## config.mk

```make
export PLATFORM = sky130hd
export DESIGN_NAME = mas_ram
export DESIGN_NICKNAME = d
export VERILOG_FILES = /design/src/rtl/mas_ram.sv
export SDC_FILE = /design/constraint.sdc
export NUM_CORES = 2
export LEC_CHECK = 0
export BUFFER_PORTS_ARGS = -buffer_cell sky130_fd_sc_hd__buf_2
export CAP_MARGIN = 20
export CORE_ASPECT_RATIO = 2
export CORE_MARGIN = 2
export CORE_UTILIZATION = 45
export DETAILED_ROUTE_END_ITERATION = 8
export HOLD_SLACK_MARGIN = 0.03
export PLACE_DENSITY = 0.71
export SLEW_MARGIN = 10
export SYNTH_ARGS = -nofsm -noshare
export SYNTH_HDL_FRONTEND = slang
export SYNTH_SLANG_ARGS = --single-unit
export TNS_END_PERCENT = 20
```

## constraint.sdc

```tcl
create_clock -name i_clk -period 7.2 [get_ports i_clk]
set_clock_uncertainty 0.1 [all_clocks]
set_input_delay 0.72 -clock i_clk [delete_from_list [all_inputs] [get_ports i_clk]]
set_output_delay 0.72 -clock i_clk [all_outputs]
set_load 0.01 [all_outputs]
```

## src/rtl/mas_ram.sv

```systemverilog
// Generic single-write, single-read RAM with registered read data.
module mas_ram #(
    parameter int WIDTH  = 32,
    parameter int DEPTH  = 64,
    parameter int ADDR_W = (DEPTH > 1) ? $clog2(DEPTH) : 1
) (
    input  logic              i_clk,
    input  logic              i_we,
    input  logic [ADDR_W-1:0] i_waddr,
    input  logic [WIDTH-1:0]  i_wdata,
    input  logic [ADDR_W-1:0] i_raddr,
    output logic [WIDTH-1:0]  o_rdata
);

    logic [WIDTH-1:0] r_mem [DEPTH];
    logic [WIDTH-1:0] r_rdata;

    // Write port and registered read port
    always_ff @(posedge i_clk) begin
        if (i_we) begin
            r_mem[i_waddr] <= i_wdata;
        end
        r_rdata <= r_mem[i_raddr];
    end

    assign o_rdata = r_rdata;

endmodule

```

# --- After elaboration in Yosys (flattened, before gate mapping) ---
# Memories as Yosys holds them, arrays and structs flattened. A register that Yosys moved wholly into a read port is not among the register bits.
# Cells that the tools add are included.
# Widths: inputs -> output; s select.
word_totals:
  reg_bits: 0
  ram_bits: 2048
  input_bits: 46
  output_inout_bits: 32
  memories: 1
classes:
  mux: 2
mem_list:
  columns: ["memory", "words", "width", "read_ports", "rd_clocked_by_memory_dff", "wr", "line", "text"]
  rows:
  - ["r_mem", 64, 32, 1, 1, 1, "15", "logic [WIDTH-1:0] r_mem [DEPTH];"]
ops:
  columns: ["operator", "n"]
  rows:
  - ["$mux 1", 2]

# --- Logic depth before layout (Yosys ltp) ---
logic_depth:
  depth_word: 2
  mapped_depth: 10

# --- Least setup slack after synthesis ---
# No wires, ideal clock.
synth_path:
  kind: "input port to flip-flop"
  startpoint: "input i_waddr[3]"
  endpoint: "memory r_mem[48][0] (enable)"
  t_arrival_ns: 3.419
  setup_slack_ns: 3.220
  path_stages: 4
  path_cell_list: "clkbuf_1 > nor2b_1 > nand4b_1 > nor3_1"
synth_lines:
  columns: ["item", "line", "text"]
  rows:
  - ["from (decl)", "9", "input logic [ADDR_W-1:0] i_waddr,"]
  - ["to (decl)", "15", null]
# Straight into the memory's write port.

==> results.py <==
metrics = {
    "power_and_ir_drop": {
        "ir_worst_vdd_mv": 0.1913,
        "leakagePower_nw": 27.19,
        "pwr_density_cell_nw_per_um2": 274.4,
    },
    "synthesis": {
        "synth_nets": 3370,
        "synth_area_per_cell_sq_um": 23.62,
        "yosysUniqueCellTypes": 34,
        "ys_seq_area_share_pct": 79.14,
        "dominantRegCellSynth": "edfxtp_1",
        "synth.cell_area_sq_um": 78520,
        "synthesis.instances": 3324,
        "ys_seq_elements": 2080,
        "synth_enable_flop_cells": 2048,
        "synth_warnings": 0,
        "ys_async_sr_fraction_pct": 0,
    },
    "timing": {
        "grt_setup_unrepaired": "no",
        "worst-slew-pin-transition_ns": 1.259,
        "min_period_over_period_pct": 49.48,
        "setup_slack_ns": 3.637,
        "max_freq_mhz": 280.7,
        "fin_tns_setup_ns": 0,
        "slew_headroom_pct": 16.07,
        "period_needed_ns": 3.563,
        "fin_worst_hold_slack_ns": 0.1645,
        "timing.final.setup_violations": 0,
        "hold_viol_final": 0,
        "maxSlewViolCount": 0,
    },
    "floorplanning": {
        "start_util_pct": 45.32,
        "overall_die_area_sq_um": 178000,
        "fp-row-count": 216,
        "core_sq_um": 173200,
        "top_level_ports": 78,
        "die_height_um": 594.7,
        "dieWidth_um": 299.4,
    },
    "clocking": {
        "clkTransAtPathRegs_ns": 0.08,
        "clockBufferDepth": 4,
        "post-cts-setup-buffer-count": 0,
        "postCtsHoldBufs": 0,
        "cts-root-buf": "clkbuf_16",
        "cts-buffers-inserted": 175,
        "cts_tree": "built",
        "cts_htree_levels": 4,
        "postCtsResizedCells": 0,
        "insertion_delay_ns": 0.82,
        "clkSinkCount": 2080,
    },
    "global_routing": {
        "grt_util_met3_pct": 3.257,
        "grt_first_pass_wirelength_um": 286000,
        "initial_antenna_violation_count": 17,
        "overflow": 0,
        "grt_most_used_layer": "met2",
        "grt_pass1_vias": 37590,
        "global_route.usage.met2_pct": 39.32,
        "grt_start_max_net_pins": 86,
        "grt_use_met1_pct": 26.51,
        "all_layer_gr_usage_pct": 22.99,
    },
    "cells_and_area": {
        "final.fill_count": 13040,
        "mostFrequentLayoutCell": "edfxtp_1",
        "drive_above_1_share_pct": 29.21,
        "number_of_nets_in_the_layout": 3582,
        "most-common-layout-cells": "edfxtp_1, mux4_2, clkbuf_16, buf_4, mux2i_1",
        "layout-area-overhead-vs-synth_pct": 12.41,
    },
    "routing": {
        "drt_iter0_markers": 4788,
        "routed_wire_length_per_instance_um": 34.45,
        "drt-vias-per-instance": 6.211,
        "drc": 0,
        "drt_pre_antenna_iters": 8,
        "totalWireLength_um": 205200,
        "vias": 36990,
        "final_antenna_net_count": 0,
    },
    "worst_setup_path": {
        "arr_time_crit_path_ns": 4.18,
        "crit_path_start_kind": "input port",
        "setup.worst_path.class": "input port to flip-flop",
        "worstPathRequired_ns": 7.82,
        "critical_path_peak_fanout": 76,
        "setup.worst_path.end_class": "flip-flop",
    },
    "place": {
        "post-place-ws_ns": 2.849,
        "detailed_place_hpwl_um": 115700,
        "routabilityCongestion": 0.8395,
        "port-buffer-count": 77,
    },
    "worst_hold_path": {
        "hold_path.class": "input port to flip-flop",
    },
    "run": {
        "drv.max_cap_violation_count": 0,
    },
    "status": {
        "status": "finished, final reports clean",
    },
}
## worst max-delay path: stages
cell	delay, ns
buf_8	0.37
buf_12	0.48
buf_4	0.63
mux4_2	0.34
o221ai_1	0.15
a21oi_1	0.82
a21oi_1	0.29
nor2_1	0.22
## cells in the mapped netlist (5+ instances only)
library cell,instances,area share [%]
edfxtp_1,2048,78
mux4_2,544,16
nor2_1,137,0.65
mux2i_1,93,1.2
o22ai_1,84,0.67
clkbuf_1,74,0.35
a21oi_1,62,0.40
buf_2,57,0.36
dfxtp_1,32,0.82
o221ai_1,27,0.30
nand2_1,26,0.12
buf_4,25,0.24
buf_1,21,0.10
nor2b_1,15,0.12
a22oi_1,12,0.11
a311oi_1,8,0.089
nand2b_1,8,0.064
nor3_1,7,0.045
buf_6,5,0.072
nand3_1,5,0.032
nand3b_1,5,0.048
## layer usage
layer	part of all wire (%)	vias up
li1	-	14640
met3	7.8	485
met1	32	19770
met5	0.053	-
met4	8.5	18
met2	51	2075
## per-stage QoR
step	area [sq um]	utilization [%]	instances	power [mW]
CTS	88080	50.85	5944	24.33
finish	88260	50.95	5956	24.22
global route	88250	50.94	5953	24.77
global placement	82490	47.62	5635	15.02
detailed placement	82550	47.65	5640	15.05
floorplan	78520	-	3324	14.35
## worst paths after layout
kind	slack [ns]	depth (start not counted)	start	endpoint
max	3.64	8	i_raddr[2]	o_rdata[3]
min	0.16	1	i_wdata[20]	r_mem[40][20]
max reg2reg	4.69	4	r_mem[60][23]	o_rdata[23]
min reg2reg	0.65	4	r_mem[12][17]	o_rdata[17]
## sequential cells by signal, summed over array words and instances (netlist names)
register and flops:
o_rdata 32, r_mem 2048
## area by class of cell
class                      count  area [sq um]  share of cell area, %
multi-input combinational   1062         15980                  18.11
tap                         2289          2864                  3.245
sequential                  2080         62140                  70.41
clock buffer                 215          4582                  5.191
clock inverter                89         954.7                  1.082
antenna                        4         10.01                0.01134
timing repair buffer         217          1729                  1.959
## power by group
group	switching, mW	total, mW	internal, mW
Clock	4.22	9.44	5.22
Combinational	0.861	1.32	0.459
Sequential	0.0676	13.5	13.4
Total	5.15	24.2	19.1
## logic make-up after synthesis
family,after synthesis,synth area share (%)
compound gates,202,1.673
buf+inv,182,1.128
flops,2080,79.14
mux,637,16.79
simple gates,223,1.265
Power figures use the tool's default switching activity.
