[src/rtl/mas_pkg.sv]
// Shared types and constants for the matrix add / subtract / multiply engine.
package mas_pkg;

    // Fixed field widths
    localparam int REQ_W     = 2;
    localparam int IDX_W     = 3;
    localparam int ELEM_W    = 32;
    localparam int DIM_W     = 4;
    localparam int OP_W      = 2;
    localparam int CFG_IDX_W = 3;
    localparam int CFG_W     = 4;

    // Default parameter values
    localparam int MAX_DIM_DEF    = 8;
    localparam int VALUE_BITS_DEF = 32;

    // Configuration register indexes
    localparam logic [CFG_IDX_W-1:0] CFG_OP_MODE = 3'd0;
    localparam logic [CFG_IDX_W-1:0] CFG_ROWS_A  = 3'd1;
    localparam logic [CFG_IDX_W-1:0] CFG_COLS_A  = 3'd2;
    localparam logic [CFG_IDX_W-1:0] CFG_ROWS_B  = 3'd3;
    localparam logic [CFG_IDX_W-1:0] CFG_COLS_B  = 3'd4;

    // Request codes
    typedef enum logic [REQ_W-1:0] {
        REQ_LOAD_A = 2'd0,
        REQ_LOAD_B = 2'd1,
        REQ_START  = 2'd2
    } t_req;

    // Operation codes
    typedef enum logic [OP_W-1:0] {
        OP_ADD = 2'd0,
        OP_SUB = 2'd1,
        OP_MUL = 2'd2
    } t_op;

    // Sequencer states
    typedef enum logic [1:0] {
        S_IDLE,
        S_CALC,
        S_WAIT,
        S_OUT
    } t_state;

    // Control that travels with each operand pair into the arithmetic unit
    typedef struct packed {
        logic            valid;
        logic            first;
        logic            last;
        logic [OP_W-1:0] op;
    } t_mac_ctl;

endpackage

[src/rtl/mas_mac.sv]
// Shared arithmetic unit: one add, subtract or multiply term per cycle, then accumulate.
module mas_mac #(
    parameter int VALUE_BITS = mas_pkg::VALUE_BITS_DEF
) (
    input  logic                          i_clk,
    input  logic                          i_rst_n,
    input  mas_pkg::t_mac_ctl             i_ctl,
    input  logic signed [mas_pkg::ELEM_W-1:0] i_a,
    input  logic signed [mas_pkg::ELEM_W-1:0] i_b,
    output logic signed [VALUE_BITS-1:0]  o_acc,
    output logic                          o_done
);
    import mas_pkg::*;

    logic signed [63:0]           ext_a;
    logic signed [63:0]           ext_b;
    logic signed [63:0]           prod;
    logic signed [VALUE_BITS-1:0] n_term;
    logic signed [VALUE_BITS-1:0] r_term;
    logic                         r_v2;
    logic                         r_first2;
    logic                         r_last2;
    logic signed [VALUE_BITS-1:0] r_acc;
    logic                         r_done;

    // Term stage: one 32x32 product, or a sum / difference
    assign ext_a = 64'(i_a);
    assign ext_b = 64'(i_b);
    assign prod  = i_a * i_b;

    always_comb begin
        unique case (t_op'(i_ctl.op))
            OP_MUL:  n_term = VALUE_BITS'(prod);
            OP_SUB:  n_term = VALUE_BITS'(ext_a - ext_b);
            default: n_term = VALUE_BITS'(ext_a + ext_b);
        endcase
    end

    always_ff @(posedge i_clk) begin
        if (i_ctl.valid) begin
            r_term <= n_term;
        end
        if (r_v2) begin
            r_acc <= r_first2 ? r_term : r_acc + r_term;
        end
    end

    // Stage flags
    always_ff @(posedge i_clk) begin
        if (!i_rst_n) begin
            r_v2     <= 1'b0;
            r_first2 <= 1'b0;
            r_last2  <= 1'b0;
            r_done   <= 1'b0;
        end else begin
            r_v2     <= i_ctl.valid;
            r_first2 <= i_ctl.first;
            r_last2  <= i_ctl.last;
            r_done   <= r_v2 && r_last2;
        end
    end

    assign o_acc  = r_acc;
    assign o_done = r_done;

endmodule

[config.mk]
export PLATFORM = sky130hd
export DESIGN_NAME = mas_mac
export DESIGN_NICKNAME = d
export VERILOG_FILES = /design/src/rtl/mas_pkg.sv /design/src/rtl/mas_mac.sv
export SDC_FILE = /design/constraint.sdc
export NUM_CORES = 1
export LEC_CHECK = 0
export BUFFER_PORTS_ARGS = -buffer_cell sky130_fd_sc_hd__buf_2
export CORE_ASPECT_RATIO = 1.4
export CORE_MARGIN = 2
export CORE_UTILIZATION = 25
export CTS_CLUSTER_DIAMETER = 200
export DETAILED_ROUTE_END_ITERATION = 10
export GPL_ROUTABILITY_DRIVEN = 1
export RECOVER_POWER = 100
export SLEW_MARGIN = 20
export SYNTH_ARGS = -nofsm -noshare
export SYNTH_HDL_FRONTEND = slang
export SYNTH_SLANG_ARGS = --single-unit
[constraint.sdc]
create_clock -name i_clk -period 8.9 [get_ports i_clk]
set_input_delay 1.78 -clock i_clk [delete_from_list [all_inputs] [get_ports i_clk]]
set_output_delay 1.78 -clock i_clk [all_outputs]
set_load 0.01 [all_outputs]
# Word level (Yosys, flattened, before mapping)
# Cells that the tools add are included.
# word_totals
reg_bits,68
output_inout_bits,33
# op_classes
n_addsub,3
multipliers,1
eq_ne,2
muxes,2
n_reduce_logical,1
# op_table
cell,n
$add A32 B32 Y32,2
$pmux W32 S2,1
$mul A32 B32 Y32,1
$mux W32,1
$sub A32 B32 Y32,1
$eq A2 B1 Y1 const B,1
$eq A2 B2 Y1 const B,1
$logic_and A1 B1 Y1,1

# Logic depth before layout (Yosys ltp)
# Gate-level depths: netlist (run 1).
# depth
depth_word,2
depth_mapped,28
depth_no_buf,25

# Least setup slack after synthesis (run 1)
# Ideal clock, no wire load.
# synth_timing
path_type,input to register
start,input i_b[3] (netlist bit)
end,register r_term[31] (data pin)
setup_ns,0.270
t_arrival_ns,8.350
required_time_ns,8.630
setup_slack_ns,0.280
cell_stages,24
path_cell_list,clkbuf_1 > clkbuf_1 > and2_1 > fa_1 > fa_1 > inv_1 > fa_1 > fa_1 > inv_1 > fa_1 > fa_1 > fa_1 > fa_1 > ha_1 > clkbuf_1 > a21oi_1 > o21ai_0 > and3_1 > or4b_1 > o221ai_1 > o21ai_1 > a31oi_1 > xnor2_1 > mux2i_1
# synth_between
elab_chain_cells,2
word_cells_on_any_way,4
# synth_rtl
element,line_no,text
start: declaration,mas_mac.sv:9,"input logic signed [mas_pkg::ELEM_W-1:0] i_b,"
"$mul A32 B32 Y32, or another cell as far along",mas_mac.sv:29,assign prod = i_a * i_b;
$pmux W32 S2 *,mas_mac.sv:32,unique case (t_op'(i_ctl.op))
named net n_term[31],mas_mac.sv:18,logic signed [VALUE_BITS-1:0] n_term;
end signal: assignment,mas_mac.sv:41,r_term <= n_term;
end: declaration,mas_mac.sv:19,logic signed [VALUE_BITS-1:0] r_term;
# The timed path passes the listed nets; every way through them passes the cells marked *.
# A chain may end at the register's enable or synchronous reset.

# Worst setup path in the final report (run 1)
# layout_timing
start,input i_b[2] (netlist bit)
end,register r_term[31] (data pin)
# The elaborated chain is that of the path after synthesis.

==> impl_results.md, run 1 <==
* Synth top cells by count: 429 x inv_1, 410 x fa_1, 363 x and2_1
* FMAX at 117 MHz
* Clock Pin Slew Worst Setup and Hold Paths at 0.07 ns
* Top Ports at 104
* GRT Residual Overflow at 0
* Routed WL at 71.5 mm
* Largest net degree at the start of global routing at 68
* Avg Cell Area, Syn at 8.98 um2
* Unrepaired setup endpoints after global routing: no
* Core area at 0.0898 mm2
* GRT met1 Usage at 19.3%
* Clk_skew at 0.0103 ns
* Die height at 360 um
* Area grow syn2layout at 12.1%
* ANT nets after route at 0
* Met3 Use GR at 1.89%
* Inst Count DP at 3817
* Dpl cell area at 0.0252 mm2
* Die X-Extent at 259 um
* Slew Viols, Final at 136
* Most Crowded Layer GR: met2
* Starting Density at 25.3%
* YS warnings at 0
* Routability cong. at 0.913
* Final HPWL DP at 60.4 mm
* Worst-Margin Slew at 2.62 ns
* CP max stage cell: fa_1
* TritonCTS buffer count at 9
* Clock root cell: clkbuf_16
* Synth top area cells: fa_1 36%, ha_1 12%, and2_1 10%
* Worst min path class: flop to flop
* Rel. slew slack at -74.8%
* Vias in the first global route at 19404
* Top cell by count, worst path: fa_1
* Final instance area at 0.0254 mm2
* DRC violations left at 0
* Met2 usage at 28.3%
* GRT Util Overall at 15.7%
* Crit start category: input pin
* Final period util at 95.8%
* Top cell type's share of synthesized area at 36.2%
* Async set or reset register ratio after synthesis at 0%
* Most numerous cell in the Yosys netlist: inv_1
* H-Tree Depth at 3
* Post-synth EDFFs at 64
* Highest cell delay on the worst timing path at 0.56 ns
* Cell Rows at 130
* Final Instance Count excl. Fillers at 3835
* Avg WL per Cell at 18.6 um
* Setup TNS at 0 ns
* Yosys top cell by area: fa_1
* First-pass GRT wire length at 112 mm
* Seq cells post-synth at 68
* Final WS setup at 0.377 ns
* Routed via count at 17757
* Crit Path Max Fanout at 14
* Via density at 4.63
* Endpoint class of the critical path: flop
* CTS tree: yes
* Dpl ws at 0.0370 ns
* Pre-antenna DRT Iters at 5
* Port Buf Inserts at 103
* Synth Cell Area at 0.0227 mm2
* Synth cell types at 63
* Layout cell share with drive strength beyond 1 at 7.86%
* Fin nets at 3335
* CP Class: input pin to flop
* Post-Syn Nets at 3221
* Final setup fails at 0
* CP arrival at 8.61 ns
* Skew-Pair Late Insertion Delay at 0.34 ns
* DIE AREA at 0.0932 mm2
* Period minus WS final at 8.52 ns
* Initial antenna violation count at 15
* Critical path cell sequence: clkbuf_4 -> buf_4 -> and2_1 -> fa_1 -> fa_1 -> inv_1 -> fa_1 -> fa_1 -> inv_1 -> fa_1 -> fa_1 -> fa_1 -> fa_1 -> ha_1 -> a21oi_1 -> o21ai_0 -> and3_1 -> or4b_1 -> o221ai_1 -> buf_4 -> o21ai_1 -> a31oi_1 -> xnor2_1 -> mux2i_1
* Initial DRC Count at 975
* Leading register cell type out of synthesis: edfxtp_1
* Status: complete, but fails checks
* Max Buffers Root-to-Sink at 2
* Mapped Cells at 2526
* Register area share after synthesis at 8.82%
* MaxCap Viol Count at 3
* Hold_buf cts at 0
* CP required at 8.99 ns
* Final hold vios at 0
* Failing checks: max-capacitance violations, max-slew violations
* CTS Sinks at 68
-- final cells by class --
class	count	area [um2]
clock buffer	9	225
antenna	2	5.00
tap	1188	1490
multi-input combinational	1908	18600
fill	9688	64400
inverter	429	1610
sequential	68	2000
clock inverter	7	91.3
timing repair buffer	224	1390
-- through the flow --
| stage | hold slack, ns | util [%] |
|---|---|---|
| after floorplan | 0.429 | - |
| after global placement | 0.450 | 28.0 |
| after detailed placement | 0.449 | 28.0 |
| after CTS | 0.464 | 28.4 |
| after global routing | 0.493 | 28.3 |
| final | 0.459 | 28.3 |
-- worst paths after layout --
| check | slack [ns] | cells past startpoint | end | startpoint |
|---|---|---|---|---|
| hold / removal | 0.46 | 1 | o_done | r_last2 |
| hold reg to reg | 0.46 | 1 | o_done | r_last2 |
| setup / recovery | 0.38 | 24 | r_term[31] | i_b[2] |
| setup reg to reg | 5.27 | 12 | o_acc[28] | o_acc[0] |
-- kinds of logic (layout without fill, tap and decap cells) --
family | after synthesis | count (layout) | share of synthesized area [%]
fa+ha+maj | 624 | 624 | 48.0
xor+xnor | 155 | 155 | 5.98
flops | 68 | 68 | 8.82
simple gates | 802 | 802 | 18.8
mux | 9 | 9 | 0.414
compound gates | 318 | 318 | 8.86
other cells | 0 | 2 | 0
buf+inv | 550 | 669 | 9.14
-- layer usage --
layer / part of all wire [%] / vias up
li1: - / 8127
met4: 3.3 / 12
met5: 0.10 / -
met3: 4.8 / 149
met2: 51 / 494
met1: 41 / 8975
-- cells in the final DEF, fill, tap and decap left out, types with 4 or more instances in the layout --
master and instances:
a211oi_1 17, clkbuf_16 9, or3_1 12, nor2b_1 12
nor2_1 57, xor2_1 58, a21o_1 31, ha_1 214
nor4b_1 5, nand2b_1 17, nor4_1 6, o21bai_1 6
fa_1 410, mux2i_1 6, xnor2_1 97, a211o_1 4
nand4_1 6, o211ai_1 6, nor3_1 22, clkbuf_1 44
edfxtp_1 64, nor3b_1 6, a21oi_1 85, nand3b_1 5
buf_2 66, o22ai_1 4, o31ai_1 19, and3_1 10
inv_1 429, and4_1 5, and2_0 4, a31oi_1 10
o21ai_0 84, nand2_1 259, o21a_1 18, nand3_1 7
and2_1 359, a21boi_0 7, buf_4 108
-- sequential cells by signal, indices dropped and copies added (netlist names) --
signal,flops
r_v2,1
r_last2,1
o_acc,32
r_term,32
o_done,1
r_first2,1
-- timing repair --
item	CTS	global route
endpoints found under the setup margin	0	1
resized for setup	0	1
buffers inserted	0	0
hold endpoints to repair	0	0
-- critical path, delay by kind of cell --
family,cells,cell delay [ns]
adders and majority gates,9,4.23
xor gates and xnor gates,1,0.14
and+or+nand+nor,3,0.90
buffers and inverters,5,0.70
muxes,1,0.08
AOI/OAI and AO/OA,5,0.77
Power of run 1 is not shown: default switching activity piles up to over one toggle a cycle in this logic, so the estimate is an artifact.
==> run 2: changes to the inputs <==
clock period = 6.9 ns   (was 8.9 ns; I/O delays follow)
==> impl_results.md, run 2 (synthesis results as in run 1) <==
* Period minus WS final at 7.74 ns
* H-Tree Depth at 3 (unchanged)
* Via density at 4.56 (-1.5%)
* Worst min path class: flop to flop
* Failing checks: max-capacitance violations, max-slew violations, negative setup slack
* Pre-antenna DRT Iters at 5 (unchanged)
* First-pass GRT wire length at 114 mm (+1.5%)
* Status: complete, but fails checks
* Final setup fails at 18 (+18)
* Crit Path Max Fanout at 9 (-5)
* Routability cong. at 0.918 (+0.51%)
* CP max stage cell: fa_2
* Final instance area at 0.0277 mm2 (+9.1%)
* Die X-Extent at 259 um (unchanged)
* Largest net degree at the start of global routing at 68 (unchanged)
* CP Class: input pin to flop
* Clock Pin Slew Worst Setup and Hold Paths at 0.06 ns (about the same)
* CTS tree: yes
* Initial DRC Count at 913 (-6.4%)
* Routed via count at 18135 (+2.1%)
* GRT Util Overall at 15.9% (+0.25 points)
* Rel. slew slack at -84.0% (-9.2 points)
* Hold_buf cts at 0 (unchanged)
* Final WS setup at -0.837 ns (-1.21 ns)
* Routed WL at 72.9 mm (+2.0%)
* Most frequent cells in the layout: 414 x inv_1, 385 x fa_1, 336 x and2_1, 253 x nand2_1, 217 x buf_4
* Final period util at 112%
* Top cell by count, worst path: fa_1
* Unrepaired setup endpoints after global routing: yes
* Layout cell share with drive strength beyond 1 at 17.1% (+9.2 points)
* Starting Density at 25.3% (unchanged)
* Avg WL per Cell at 18.3 um (-1.7%)
* Clk_skew at 0.0127 ns (+0.00238 ns)
* CP required at 6.97 ns (-2.02 ns)
* Hold slack at 0.464 ns (+0.00547 ns)
* GRT Residual Overflow at 0 (unchanged)
* Dpl cell area at 0.0267 mm2 (+6.2%)
* DRC violations left at 0 (unchanged)
* Port Buf Inserts at 103 (unchanged)
* MaxCap Viol Count at 3 (unchanged)
* Area grow syn2layout at 22.2%
* Dpl ws at -1.40 ns (-1.43 ns)
* CP arrival at 7.81 ns (-0.80 ns)
* FMAX at 129 MHz
* TritonCTS buffer count at 9 (unchanged)
* Highest cell delay on the worst timing path at 0.61 ns (+0.05 ns)
* Slew Viols, Final at 136 (unchanged)
* Die height at 360 um (unchanged)
* Commonest non-fill, non-tap cell in the layout: inv_1
* Worst-Margin Slew at 2.76 ns (+0.138 ns)
* Fin nets at 3476 (+4.2%)
* Max Buffers Root-to-Sink at 2 (unchanged)
* Final hold vios at 0 (unchanged)
* Core area at 0.0898 mm2 (unchanged)
* CTS Sinks at 68 (unchanged)
* Final HPWL DP at 63.0 mm (+4.2%)
* Initial antenna violation count at 6 (-9)
* DIE AREA at 0.0932 mm2 (unchanged)
* Skew-Pair Late Insertion Delay at 0.34 ns (about the same)
* Crit start category: input pin
* Top Ports at 104 (unchanged)
* Cell Rows at 130 (unchanged)
* Clock root cell: clkbuf_16
* Vias in the first global route at 19663 (+1.3%)
* Critical path cell sequence: buf_6 -> buf_12 -> and2_1 -> fa_1 -> inv_1 -> fa_2 -> fa_1 -> fa_1 -> fa_2 -> fa_1 -> fa_1 -> fa_2 -> xor2_1 -> xnor2_1 -> buf_4 -> xnor2_2 -> xnor2_1 -> xnor2_1 -> buf_4 -> xnor2_4 -> xnor2_2 -> buf_4 -> xnor2_2 -> mux2i_1
* Endpoint class of the critical path: flop
* ANT nets after route at 0 (unchanged)
-- run 2: changes by cell type in the layout (fill, tap and decap cells not counted), moves of 16 or more --
| cell | change |
|---|---|
| and2_4 | +21 |
| buf_2 | -30 |
| buf_12 | +28 |
| buf_4 | +109 |
| ha_4 | +16 |
| buf_6 | +38 |
| fa_2 | +25 |
| ha_1 | -16 |
| and2_1 | -23 |
| fa_1 | -25 |
-- run 2: per-layer routing --
| metal | GRT usage, % | vias up | wire, um |
|---|---|---|---|
| met5 | 0 | - | 13 |
| met4 | 6.06 | 2 | 3210 |
| met3 | 1.63 | 146 | 3300 |
| met2 | 28.8 | 480 | 37100 |
| met1 | 19.3 | 9093 | 29300 |
| li1 | - | 8414 | - |
-- run 2: area by class of cell --
cell class	count	area, um2
fillers	9471	62100
well taps	1188	1490
repair buffers	365	3060
inverters	429	1610
multi-input cells	1908	19300
flip-flops and latches	68	2000
clock buffers	13	240
diodes	2	5.00
clock inverters	3	40.0
-- run 2: path summary, 6_finish.rpt --
| check | start | endpoint | slack (ns) | cells after the start |
|---|---|---|---|---|
| hold / removal | r_last2 | o_done | 0.46 | 1 |
| setup / recovery | i_b[8] | r_term[31] | -0.84 | 24 |
| setup reg to reg | o_acc[0] | o_acc[28] | 3.21 | 12 |
| hold reg to reg | r_last2 | o_done | 0.46 | 1 |
-- run 2: through the flow --
step | cells | utilization (%) | setup TNS [ns]
6_report | 3976 | 30.9 | -10.49
2_1_floorplan | 2526 | - | -6.57
4_1_cts | 3968 | 30.8 | -8.37
3_3_place_gp | 3945 | 29.8 | -18.09
5_1_grt | 3975 | 30.9 | -15.44
3_5_place_dp | 3945 | 29.8 | -19.14
-- run 2: what timing repair did --
item / in CTS / in global routing
resized for setup: 141 / 33
pin swaps: 66 / 68
gates cloned: 1 / 0
endpoints found under the setup margin: 19 / 19
buffers inserted: 6 / 6
-- run 2: worst max-delay path, delay by kind of cell --
family                     cells  cell delay [ns]
xor gates and xnor gates       8             1.17
adders and majority gates      8             4.13
buffers and inverters          6             0.82
muxes                          1             0.09
and+or+nand+nor                1             0.18
Power of run 2 is left out for the same reason.
